### src/uli_pkg.sv
`timescale 1ns / 1ps
package uli_pkg;

  localparam int MAX_LINES_DEF = 256;
  localparam int MAX_BYTES_DEF = 65536;

  localparam int CNT_W = 17;

  typedef enum logic [1:0] {
    CMD_BYTE   = 2'd0,
    CMD_FINISH = 2'd1,
    CMD_COLUMN = 2'd2,
    CMD_LINE   = 2'd3
  } cmd_t;

  typedef enum logic [1:0] {
    STAT_OK   = 2'd0,
    STAT_FULL = 2'd1,
    STAT_PAST = 2'd2
  } stat_t;

  // Register select: paddr bit 2 picks the word.
  localparam logic CFG_SEL_TEXT_LENGTH = 1'b0;

  localparam logic [7:0] LEAD1_MASK = 8'h80;
  localparam logic [7:0] LEAD2_MASK = 8'hE0;
  localparam logic [7:0] LEAD2_CODE = 8'hC0;
  localparam logic [7:0] LEAD3_MASK = 8'hF0;
  localparam logic [7:0] LEAD3_CODE = 8'hE0;
  localparam logic [7:0] LEAD4_MASK = 8'hF8;
  localparam logic [7:0] LEAD4_CODE = 8'hF0;
  localparam logic [7:0] NEWLINE    = 8'h0A;

  // Line record to write into the span memories.
  typedef struct packed {
    logic             wr;
    stat_t            status;
    logic [CNT_W-1:0] bstart;
    logic [CNT_W-1:0] bstop;
    logic [CNT_W-1:0] cstart;
    logic [CNT_W-1:0] cstop;
  } push_t;

  // Bytes claimed by a lead byte, itself included.
  function automatic logic [2:0] seq_len(input logic [7:0] c);
    logic [2:0] n;
    if ((c & LEAD1_MASK) == 8'h00) n = 3'd1;
    else if ((c & LEAD2_MASK) == LEAD2_CODE) n = 3'd2;
    else if ((c & LEAD3_MASK) == LEAD3_CODE) n = 3'd3;
    else if ((c & LEAD4_MASK) == LEAD4_CODE) n = 3'd4;
    else n = 3'd1;
    return n;
  endfunction

endpackage

### src/uli_text.sv
`timescale 1ns / 1ps
module uli_text (
  input  logic                    clk,
  input  logic                    rst_n,
  input  logic                    step,
  input  logic                    finish,
  input  logic [7:0]              data_byte,
  input  logic [uli_pkg::CNT_W-1:0] text_end,
  input  logic                    full,
  output uli_pkg::push_t          push
);
  import uli_pkg::*;

  logic [CNT_W-1:0] byte_cnt_r, byte_cnt_nxt;
  logic [CNT_W-1:0] char_cnt_r, char_cnt_nxt;
  logic [1:0]       skip_r, skip_nxt;
  logic [CNT_W-1:0] open_byte_r, open_byte_nxt;
  logic [CNT_W-1:0] open_char_r, open_char_nxt;
  logic [2:0]       n;

  always_comb begin
    byte_cnt_nxt  = byte_cnt_r;
    char_cnt_nxt  = char_cnt_r;
    skip_nxt      = skip_r;
    open_byte_nxt = open_byte_r;
    open_char_nxt = open_char_r;
    push          = '0;
    push.status   = STAT_OK;
    n             = seq_len(data_byte);
    if (finish) begin
      push.wr     = step & !full;
      push.status = full ? STAT_FULL : STAT_OK;
      push.bstart = open_byte_r;
      push.bstop  = byte_cnt_r;
      push.cstart = open_char_r;
      push.cstop  = char_cnt_r;
      open_byte_nxt = byte_cnt_r;
      open_char_nxt = char_cnt_r;
    end else if (byte_cnt_r >= text_end) begin
      push.status = STAT_PAST;
    end else if (skip_r != 2'd0) begin
      skip_nxt     = skip_r - 2'd1;
      byte_cnt_nxt = byte_cnt_r + 1'b1;
    end else begin
      // truncated sequence at the text end counts as a single byte
      if (({1'b0, byte_cnt_r} + (CNT_W+1)'(n)) > {1'b0, text_end}) begin
        n = 3'd1;
      end
      byte_cnt_nxt = byte_cnt_r + 1'b1;
      char_cnt_nxt = char_cnt_r + 1'b1;
      skip_nxt     = 2'(n - 3'd1);
      if (data_byte == NEWLINE) begin
        push.wr     = step & !full;
        push.status = full ? STAT_FULL : STAT_OK;
        push.bstart = open_byte_r;
        push.bstop  = byte_cnt_r;
        push.cstart = open_char_r;
        push.cstop  = char_cnt_r;
        open_byte_nxt = byte_cnt_nxt;
        open_char_nxt = char_cnt_nxt;
      end
    end
  end

  always_ff @(posedge clk) begin
    if (!rst_n) begin
      byte_cnt_r  <= '0;
      char_cnt_r  <= '0;
      skip_r      <= '0;
      open_byte_r <= '0;
      open_char_r <= '0;
    end else if (step) begin
      byte_cnt_r  <= byte_cnt_nxt;
      char_cnt_r  <= char_cnt_nxt;
      skip_r      <= skip_nxt;
      open_byte_r <= open_byte_nxt;
      open_char_r <= open_char_nxt;
    end
  end

endmodule

### config.mk
export PLATFORM = sky130hd
export DESIGN_NAME = uli_text
export DESIGN_NICKNAME = d
export VERILOG_FILES = /design/src/uli_pkg.sv /design/src/uli_text.sv
export SDC_FILE = /design/constraint.sdc
export NUM_CORES = 1
export LEC_CHECK = 0
export ABC_AREA = 1
export BUFFER_PORTS_ARGS = -buffer_cell sky130_fd_sc_hd__buf_2
export CORE_ASPECT_RATIO = 0.6
export CORE_MARGIN = 4
export CORE_UTILIZATION = 45
export CTS_BUF_LIST = sky130_fd_sc_hd__clkbuf_16
export DETAILED_ROUTE_END_ITERATION = 10
export GPL_TIMING_DRIVEN = 0
export PLACE_DENSITY = 0.78
export SYNTH_ARGS = -nofsm -noshare
export SYNTH_HDL_FRONTEND = slang
export SYNTH_SLANG_ARGS = --single-unit
### constraint.sdc
create_clock -name clk -period 3.45 [get_ports clk]
set_clock_uncertainty 0.15 [all_clocks]
set_input_delay 0 -clock clk [delete_from_list [all_inputs] [get_ports clk]]
set_output_delay 0 -clock clk [all_outputs]
set_load 0.05 [all_outputs]
# Yosys cells after proc, flatten, opt, wreduce, memory -nomap -nowiden

Index checks and enable logic that the tools add are counted.

Input bits: 30
Word-level logic and storage cells: 53
Flip-flop bits (word level): 70
Output and inout port bits: 71

Bitwise gates (word level): 4
Muxes and demuxes: 24
Magnitude comparators: 2
Reduce and logical (&&, ||, !) cells: 7
Equality and inequality tests: 6
$add $sub $neg: 5

Operators with widths:

| operator                                          | count |
|---|---|
| 2-to-1 mux 71 bit                                 | 3 |
| 2-to-1 mux 17 bit                                 | 8 |
| 2-to-1 mux 68 bit                                 | 1 |
| adder 17 x 1 -> 17 bit (second input constant)    | 2 |
| adder 17 x 3 -> 18 bit                            | 1 |
| > comparator 18 x 17 -> 1 bit                     | 1 |
| >= comparator 17 bit                              | 1 |
| 2-to-1 mux 2 bit                                  | 6 |
| 2-to-1 mux 3 bit                                  | 4 |
| == test 8 x 4 -> 1 bit (second input constant)    | 1 |
| zero test 8 bit                                   | 1 |
| AND reduction 4 bit                               | 2 |
| == test 5 bit (second input constant)             | 1 |
| == test 4 bit (second input constant)             | 1 |
| inequality test 2 bit (second input constant)     | 2 |
| nonzero test 2 bit                                | 2 |
| subtractor 2 x 1 -> 2 bit (second input constant) | 2 |
| == test 3 bit (second input constant)             | 1 |
| NOT 1 bit                                         | 3 |
| AND reduction 3 bit                               | 1 |
| 2-to-1 mux 1 bit                                  | 2 |
| AND 1 bit                                         | 1 |
| zero test 1 bit                                   | 1 |

# Depth between registers and ports, before layout

Gate-level depths: netlist of run 1.

Depth in word-level cells: 13
Depth in mapped cells: 30
Mapped depth without buffers: 30

# Least setup slack after synthesis of run 1

Ideal clock, no wire load.

Kind: reg2reg
Start point: register byte_cnt_r[0]
End point: register skip_r[1]
Arrival: 2,729 ps
Cell stages (with the launch flop): 28
Period minus slack after synthesis: 2,994 ps
Setup slack: 456 ps
Data required time: 3,185 ps
Path through: dfxtp_1 > ha_1 > fa_1 > nand2_1 > a21oi_1 > nand3_1 > nor2_1 > nand2_1 > o21ai_0 > o21ai_0 > inv_1 > ha_1 > nand2_1 > inv_1 > nand2_1 > nor2_1 > a21oi_1 > nand2_1 > nand2_1 > nand2_1 > nand2_1 > nand2_1 > nand2_1 > nand2_1 > nand2_1 > nand3_1 > nand2_1 > nor2_1

Word-level cells in the longest chain between the ends: 8
Elaborated cells between the ends (all ways): 11
Classes of those cells: 2 x add/sub; 2 x order compare; 5 x mux; 1 x bitwise; 1 x reduce/logical

RTL lines:

| element                       | line           | text |
|---|---|---|
| start: declaration            | uli_text.sv:14 | `logic [CNT_W-1:0] byte_cnt_r, byte_cnt_nxt;` |
| start signal: assignment      | uli_text.sv:73 | `byte_cnt_r <= byte_cnt_nxt;` |
| adder 17 x 3 -> 18 bit        | uli_text.sv:46 | `if (({1'b0, byte_cnt_r} + (CNT_W+1)'(n)) > {1'b0, text_end}) begin` |
| > comparator 18 x 17 -> 1 bit | uli_text.sv:46 |  |
| 2-to-1 mux 2 bit              | uli_text.sv:46 |  |
| 2-to-1 mux 2 bit              | uli_text.sv:41 | `end else if (skip_r != 2'd0) begin` |
| 2-to-1 mux 2 bit              | uli_text.sv:39 | `end else if (byte_cnt_r >= text_end) begin` |
| 2-to-1 mux 2 bit              | uli_text.sv:30 | `if (finish) begin` |
| subtractor 2 x 1 -> 2 bit     | uli_text.sv:51 | `skip_nxt = 2'(n - 3'd1);` |
| 2-to-1 mux 2 bit              | uli_text.sv:41 |  |
| end signal: assignment        | uli_text.sv:75 | `skip_r <= skip_nxt;` |
| end: declaration              | uli_text.sv:16 | `logic [1:0] skip_r, skip_nxt;` |

Several ways; a longest one is shown, not always the timed one. The select of a mux whose other input is x is not followed.
A chain may end at the register's enable or synchronous reset.

# Worst setup path after layout of run 1

Ends and elaborated chain as after synthesis.

==> Implementation_results.wiki, run 1 <==
{| class="wikitable"
! Metric !! Value
|-
| Worst reg2reg path startpoint || byte_cnt_r[0]
|-
| Post-DR vias/cell || 5.138
|-
| Vias in the first global route || 4945
|-
| Remaining max-slew budget at the tightest pin || 0.5555
|-
| Cell depth of the worst hold path || 3
|-
| Count of input and output buffers || 99
|-
| Post-synthesis sequential area ratio || 0.2691
|-
| Yosys top cell area share || 0.2691
|-
| Yosys cell types || 37
|-
| Post-Syn Area || 0.005207 mm^2
|-
| Number of synthesized flops with an enable pin || 0
|-
| Final Cycle Share || 0.9756
|-
| Setup crit end kind || flop
|-
| Final-report setup violation count || 0
|-
| Max Cap Viol || 0
|-
| Area of placed instances || 0.005903 mm^2
|-
| Top flip-flop cell by instance count after synthesis || sky130_fd_sc_hd__dfxtp_1
|-
| Clock latency on the worst-skew pair || 330 ps
|-
| Drt wl/cell || 14.79 um
|-
| Total power per unit cell area || 392.8 mW/mm^2
|-
| First-pass GRT wire length || 25380 um
|-
| Area of the placeable core || 0.01130 mm^2
|-
| H-tree level count || 3
|-
| Width of the die || 146.9 um
|-
| Flip-flop and latch count after synthesis || 70
|-
| Routability Congestion || 0.9279
|-
| Highest fanout seen on the critical path || 4
|-
| Timing-limited maximum frequency || 297.1 MHz
|-
| HP Class || in2reg
|-
| Row Count || 30
|-
| Post-synth ARST share || 0
|-
| Clock transition time at the flip-flop clock pins of the worst setup and hold paths || 60 ps
|-
| ANT cells || 0
|-
| Top cell type by total area after synthesis || sky130_fd_sc_hd__dfxtp_1
|-
| Clock tree from TritonCTS || done
|-
| Overall power || 2481 uW
|-
| Initial cell density of the core || 0.4609
|-
| Gate Count Post-Synth || 810
|-
| Static leakage || 0.003253 uW
|-
| HPWL after detailed placement || 12500 um
|-
| Yosys warning total || 0
|-
| Area growth from synthesis to layout || 21.29%
|-
| Cell depth of the worst flop-to-flop path || 25
|-
| Endpoint required time on the critical path || 3530 ps
|-
| Critical path startpoint category || flop
|-
| Number of top-level design ports || 101
|-
| Die height || 91.33 um
|-
| Design area || 0.006316 mm^2
|-
| Worst hold path startpoint || step
|-
| Outcome || complete, no violations
|-
| Fillers || 1115
|-
| Overflow left after global routing || 0
|-
| Average cell area after synthesis || 6.429 um^2
|-
| Drt initial violations || 688
|-
| Final nets || 996
|-
| Hold EP || open_byte_r[14]
|-
| Library cell used as clock root buffer || sky130_fd_sc_hd__clkbuf_16
|-
| Sum of routed wire length over all layers || 16120 um
|-
| Most instantiated library cell after synthesis || sky130_fd_sc_hd__nand2_1
|-
| Slew at the pin closest to its max-slew limit || 666.7 ps
|-
| Shortest clock period the worst path allows after layout || 3366 ps
|-
| Remaining antenna violation count after routing || 0
|-
| DRC violation count after routing || 0
|-
| Fraction of layout instances using a drive strength above 1 || 0.1871
|-
| Crit path kind || reg2reg
|-
| Arrival time reported for the critical path endpoint || 3440 ps
|-
| Via count || 5600
|-
| Num CTS Buffers || 9
|-
| Pin count of the biggest net entering global routing || 11
|-
| Net count after synthesis || 880
|-
| Total track usage || 0.2335
|-
| Worst R2R Setup Slack || 80 ps
|-
| Destination of the worst register-to-register timing path || skip_r[1]
|-
| Die outline area || 0.01341 mm^2
|-
| Top post-synthesis cells by count || sky130_fd_sc_hd__nand2_1, sky130_fd_sc_hd__inv_1, sky130_fd_sc_hd__nor2_1
|-
| Fin. max-slew vios || 0
|-
| Final hold violations || 0
|-
| VDD IR-drop max || 0.2721 mV
|-
| Antenna violations before repair || 0
|-
| Number of iterations in the first detailed-routing pass || 5
|-
| Dominant cells by area after synthesis || sky130_fd_sc_hd__dfxtp_1, sky130_fd_sc_hd__nand2_1, sky130_fd_sc_hd__inv_1
|-
| CTS Sinks || 70
|-
| Clock Path Buffers || 2
|}
==> registers in the layout, indices dropped and copies added (netlist names) <==
register     flops
skip_r           2
byte_cnt_r      17
open_byte_r     17
open_char_r     17
char_cnt_r      17
==> timing repair <==
| item | CTS | global route |
|---|---|---|
| hold buffers | 1 | 0 |
| cloned | 0 | 0 |
| setup buffers | 0 | 5 |
| setup endpoints to repair | 2 | 2 |
| hold endpoints to repair | 2 | 0 |
| pin swaps | 0 | 8 |
| gates resized for setup | 7 | 25 |
==> cells by family after synthesis <==
kind of cell | after synthesis | synth area share
adders and majority gates | 40 | 0.09755
muxes | 3 | 0.005767
and+or+nand+nor | 308 | 0.2501
AOI/OAI and AO/OA | 182 | 0.1841
xor gates and xnor gates | 39 | 0.06559
DFF | 70 | 0.2691
buffers and inverters | 168 | 0.1278
==> worst max-delay path by stage <==
stage	startpoint	end	slack, ps
after floorplan	byte_cnt_r[0]	skip_r[1]	460
after global placement	data_byte[6]	skip_r[1]	-280
after detailed placement	data_byte[6]	skip_r[1]	-340
after CTS	byte_cnt_r[2]	skip_r[1]	4
after global routing	byte_cnt_r[2]	skip_r[1]	-120
final	byte_cnt_r[0]	skip_r[1]	80
==> power by group <==
group | switching [uW] | leakage [uW] | internal [uW]
clock | 336 | 0.000134 | 468
combinational | 519 | 0.00254 | 221
sequential | 62.0 | 0.000577 | 876
total | 917 | 0.00325 | 1560
==> stage by stage <==
step,cells,setup WS [ps],util,setup TNS (ps),hold slack [ps]
global placement,1069,-284.7,0.5225,-511.5,171.3
CTS,1085,4.329,0.5474,0,14.05
detailed placement,1069,-340.7,0.5225,-624.3,173.5
finish,1090,84.04,0.5590,0,29.97
floorplan,810,456.0,-,0,25.67
global route,1090,-118.3,0.5590,-159.8,61.45
==> metal layers <==
metal | routed length (um) | part of all wire | vias to the layer above | track usage
li1 | - | - | 2814 | -
met1 | 8019 | 0.50 | 2507 | 0.3831
met2 | 6142 | 0.38 | 267 | 0.3026
met3 | 1847 | 0.11 | 12 | 0.05835
met4 | 110 | 0.0068 | 0 | 0.03208
met5 | 0 | 0 | - | 0
==> critical path: stages (launching register included) <==
cell and delay, ps:
sky130_fd_sc_hd__dfxtp_4 380, sky130_fd_sc_hd__ha_4 170, sky130_fd_sc_hd__fa_2 230, sky130_fd_sc_hd__nand2_2 70, sky130_fd_sc_hd__a21oi_4 200, sky130_fd_sc_hd__nand3_4 120, sky130_fd_sc_hd__nor2_4 180, sky130_fd_sc_hd__buf_4 130
sky130_fd_sc_hd__nand2_1 50, sky130_fd_sc_hd__xor2_1 160, sky130_fd_sc_hd__ha_1 270, sky130_fd_sc_hd__nand2_1 50, sky130_fd_sc_hd__inv_2 60, sky130_fd_sc_hd__nand2_2 90, sky130_fd_sc_hd__nor2_2 170, sky130_fd_sc_hd__a21oi_2 80
sky130_fd_sc_hd__nand2_1 60, sky130_fd_sc_hd__nand2_1 40, sky130_fd_sc_hd__nand2_1 50, sky130_fd_sc_hd__nand2_1 50, sky130_fd_sc_hd__nand2_2 60, sky130_fd_sc_hd__nand2_2 80, sky130_fd_sc_hd__nand2_2 70, sky130_fd_sc_hd__nand2_2 70
sky130_fd_sc_hd__a21oi_1 160, sky130_fd_sc_hd__nor2_1 50
==> placed cells by master (no fill, tap or decap), drive strengths merged <==
| master | instances |
|---|---|
| a211oi | 7 |
| a21o | 1 |
| a21oi | 74 |
| a31o | 1 |
| a31oi | 1 |
| and2 | 2 |
| buf | 123 |
| clkbuf | 24 |
| clkinv | 3 |
| dfxtp | 70 |
| dlygate4sd3 | 1 |
| fa | 1 |
| ha | 39 |
| inv | 137 |
| mux2i | 3 |
| nand2 | 137 |
| nand3 | 16 |
| nand3b | 1 |
| nand4 | 13 |
| nor2 | 128 |
| nor3 | 8 |
| nor4 | 3 |
| o21a | 1 |
| o21ai | 95 |
| o21bai | 2 |
| xor2 | 39 |
==> layout make-up <==
cell class	instances	area [um^2]	share of cell area
plain buffers	34	162.7	0.02575
clock buffers	9	225.2	0.03566
clock inverters	6	23.77	0.003764
inverters	134	503.0	0.07964
multi-input cells	572	3252	0.5149
flip-flops and latches	70	1406	0.2227
well taps	160	200.2	0.03170
repair buffers	105	543.0	0.08597
(Power assumes the default switching activity.)
==> run 2: changes to the inputs <==
--- a/config.mk
+++ b/config.mk
@@ -9,11 +9,11 @@
 export BUFFER_PORTS_ARGS = -buffer_cell sky130_fd_sc_hd__buf_2
 export CORE_ASPECT_RATIO = 0.6
 export CORE_MARGIN = 4
-export CORE_UTILIZATION = 45
+export CORE_UTILIZATION = 57
 export CTS_BUF_LIST = sky130_fd_sc_hd__clkbuf_16
 export DETAILED_ROUTE_END_ITERATION = 10
 export GPL_TIMING_DRIVEN = 0
-export PLACE_DENSITY = 0.78
+export PLACE_DENSITY = 0.93
 export SYNTH_ARGS = -nofsm -noshare
 export SYNTH_HDL_FRONTEND = slang
 export SYNTH_SLANG_ARGS = --single-unit
==> run 2 against run 1 <==
Effect of this change:
- count of clock-buffer cells in the layout is the same
- core utilization grew 17 points
- global-route usage grew 7.1 points
- largest cell class unchanged
- sequential power is essentially flat
- largest power group is now the clock network
- critical endpoint unchanged
- flip-flop and latch count is the same
- cell count shrank 4.1%
==> Implementation_results.wiki, run 2 (same netlist as run 1, synthesis figures left out) <==
{| class="wikitable"
! Metric !! Value
|-
| Drt wl/cell || 16.45 um
|-
| Critical path startpoint category || flop
|-
| Critical path buffers and inverters || 2
|-
| Fin. max-slew vios || 0
|-
| Arrival time reported for the critical path endpoint || 3380 ps
|-
| Fraction of layout instances using a drive strength above 1 || 0.1951
|-
| DRC violation count after routing || 0
|-
| Pin count of the biggest net entering global routing || 13
|-
| Via count || 5998
|-
| Total track usage || 0.3041
|-
| Most frequent cells in the layout || sky130_fd_sc_hd__inv_1, sky130_fd_sc_hd__nand2_1, sky130_fd_sc_hd__nor2_1
|-
| Clock Path Buffers || 2
|-
| ANT cells || 0
|-
| Total negative slack for setup checks || 0 ps
|-
| Width of the die || 131.4 um
|-
| Vias in the first global route || 5366
|-
| CTS Sinks || 70
|-
| HPWL after detailed placement || 12280 um
|-
| Fillers || 682
|-
| Final-report setup violation count || 0
|-
| Timing-limited maximum frequency || 303.4 MHz
|-
| Overflow left after global routing || 0
|-
| Largest stage delay on the critical path || 370 ps
|-
| Count of input and output buffers || 99
|-
| Area of the placeable core || 0.008686 mm^2
|-
| Post-DR vias/cell || 5.740
|-
| Initial cell density of the core || 0.5995
|-
| Antenna violations before repair || 0
|-
| Gate family responsible for the most delay along the worst path || simple AND/OR/NAND/NOR gates
|-
| HP Class || in2reg
|-
| Final hold violations || 0
|-
| Static leakage || 0.003314 uW
|-
| Number of iterations in the first detailed-routing pass || 7
|-
| Library cell used as clock root buffer || sky130_fd_sc_hd__clkbuf_16
|-
| Total power per unit cell area || 423.4 mW/mm^2
|-
| Die height || 82.04 um
|-
| First-pass GRT wire length || 26280 um
|-
| Clock tree from TritonCTS || done
|-
| Highest fanout seen on the critical path || 5
|-
| Number of top-level design ports || 101
|-
| Endpoint required time on the critical path || 3530 ps
|-
| Setup crit end kind || flop
|-
| Slew at the pin closest to its max-slew limit || 689.6 ps
|-
| Final nets || 998
|-
| Sum of routed wire length over all layers || 17190 um
|-
| Drt initial violations || 899
|-
| VDD IR-drop max || 0.3375 mV
|-
| Slowest stage cell on the critical path || sky130_fd_sc_hd__dfxtp_2
|-
| Remaining antenna violation count after routing || 0
|-
| Remaining max-slew budget at the tightest pin || 0.5367
|-
| Max Cap Viol || 0
|-
| Final Cycle Share || 0.9554
|-
| Top cell by count, worst path || sky130_fd_sc_hd__nand2_1
|-
| Num CTS Buffers || 9
|-
| Crit path kind || reg2reg
|-
| Area growth from synthesis to layout || 21.94%
|-
| Clock latency on the worst-skew pair || 340 ps
|-
| Leading cell type in the layout, fill and taps excluded || sky130_fd_sc_hd__inv_1
|-
| Clock transition time at the flip-flop clock pins of the worst setup and hold paths || 60 ps
|-
| Die outline area || 0.01078 mm^2
|-
| Hold slack final || 44.76 ps
|-
| Shortest clock period the worst path allows after layout || 3296 ps
|-
| H-tree level count || 3
|-
| Outcome || complete, no violations
|-
| Routability Congestion || 0.9470
|-
| Row Count || 26
|}
==> run 2: what timing repair did <==
| action | in CTS | in global routing |
|---|---|---|
| buffers inserted | 0 | 7 |
| gates resized for setup | 8 | 28 |
| endpoints found under the setup margin | 2 | 2 |
| pin swaps | 1 | 15 |
| hold endpoints to repair | 2 | 0 |
| hold buffers | 1 | 0 |
==> run 2: power breakdown <==
part	total (uW)	switching, uW	leakage, uW	internal [uW]
clock network	989	361	0.000157	628
registers	941	65.3	0.000577	876
logic	758	536	0.00258	222
total	2690	962	0.00331	1730
==> run 2: worst paths after layout <==
| check | start | end | slack (ps) | cells past startpoint |
|---|---|---|---|---|
| worst max-delay path | byte_cnt_r[2] | skip_r[1] | 150 | 26 |
| worst min-delay path | step | open_byte_r[14] | 40 | 3 |
| worst max register to register | byte_cnt_r[2] | skip_r[1] | 150 | 26 |
| worst min register to register | open_byte_r[14] | open_byte_r[14] | 340 | 2 |
==> run 2: through the flow <==
| step | cell area [um^2] | util | setup WS, ps | total power (uW) | cells |
|---|---|---|---|---|---|
| after global routing | 6350 | 0.7311 | -64.64 | 2781 | 1045 |
| after detailed placement | 5843 | 0.6727 | -335.3 | 1652 | 1021 |
| after CTS | 6203 | 0.7142 | 12.66 | 2638 | 1038 |
| after global placement | 5843 | 0.6727 | -237.2 | 1632 | 1021 |
| final | 6350 | 0.7311 | 153.7 | 2688 | 1045 |
| after floorplan | 5207 | - | 456.0 | 1466 | 810 |
==> run 2: cell type report <==
class,instances,area (um^2),area share
buffer,34,162.7,0.02562
clock buffer,9,225.2,0.03547
tap,112,140.1,0.02207
clock inverter,7,90.09,0.01419
sequential,70,1409,0.2219
inverter,134,503.0,0.07921
timing repair buffer,107,558.0,0.08788
multi-input combinational,572,3262,0.5137
==> run 2: worst min-delay path, delay by kind of cell <==
kind / cells / cell delay, ps
compound gates: 1 / 130
simple gates: 1 / 240
buf+inv: 1 / 100
==> run 2: routing by layer <==
layer	routed length (um)	vias up	part of all wire	track usage
li1	-	2822	-	-
met1	7155	2635	0.42	0.4168
met2	7002	479	0.41	0.4607
met3	2627	62	0.15	0.1047
met4	400	0	0.023	0.07862
met5	0	-	0	0
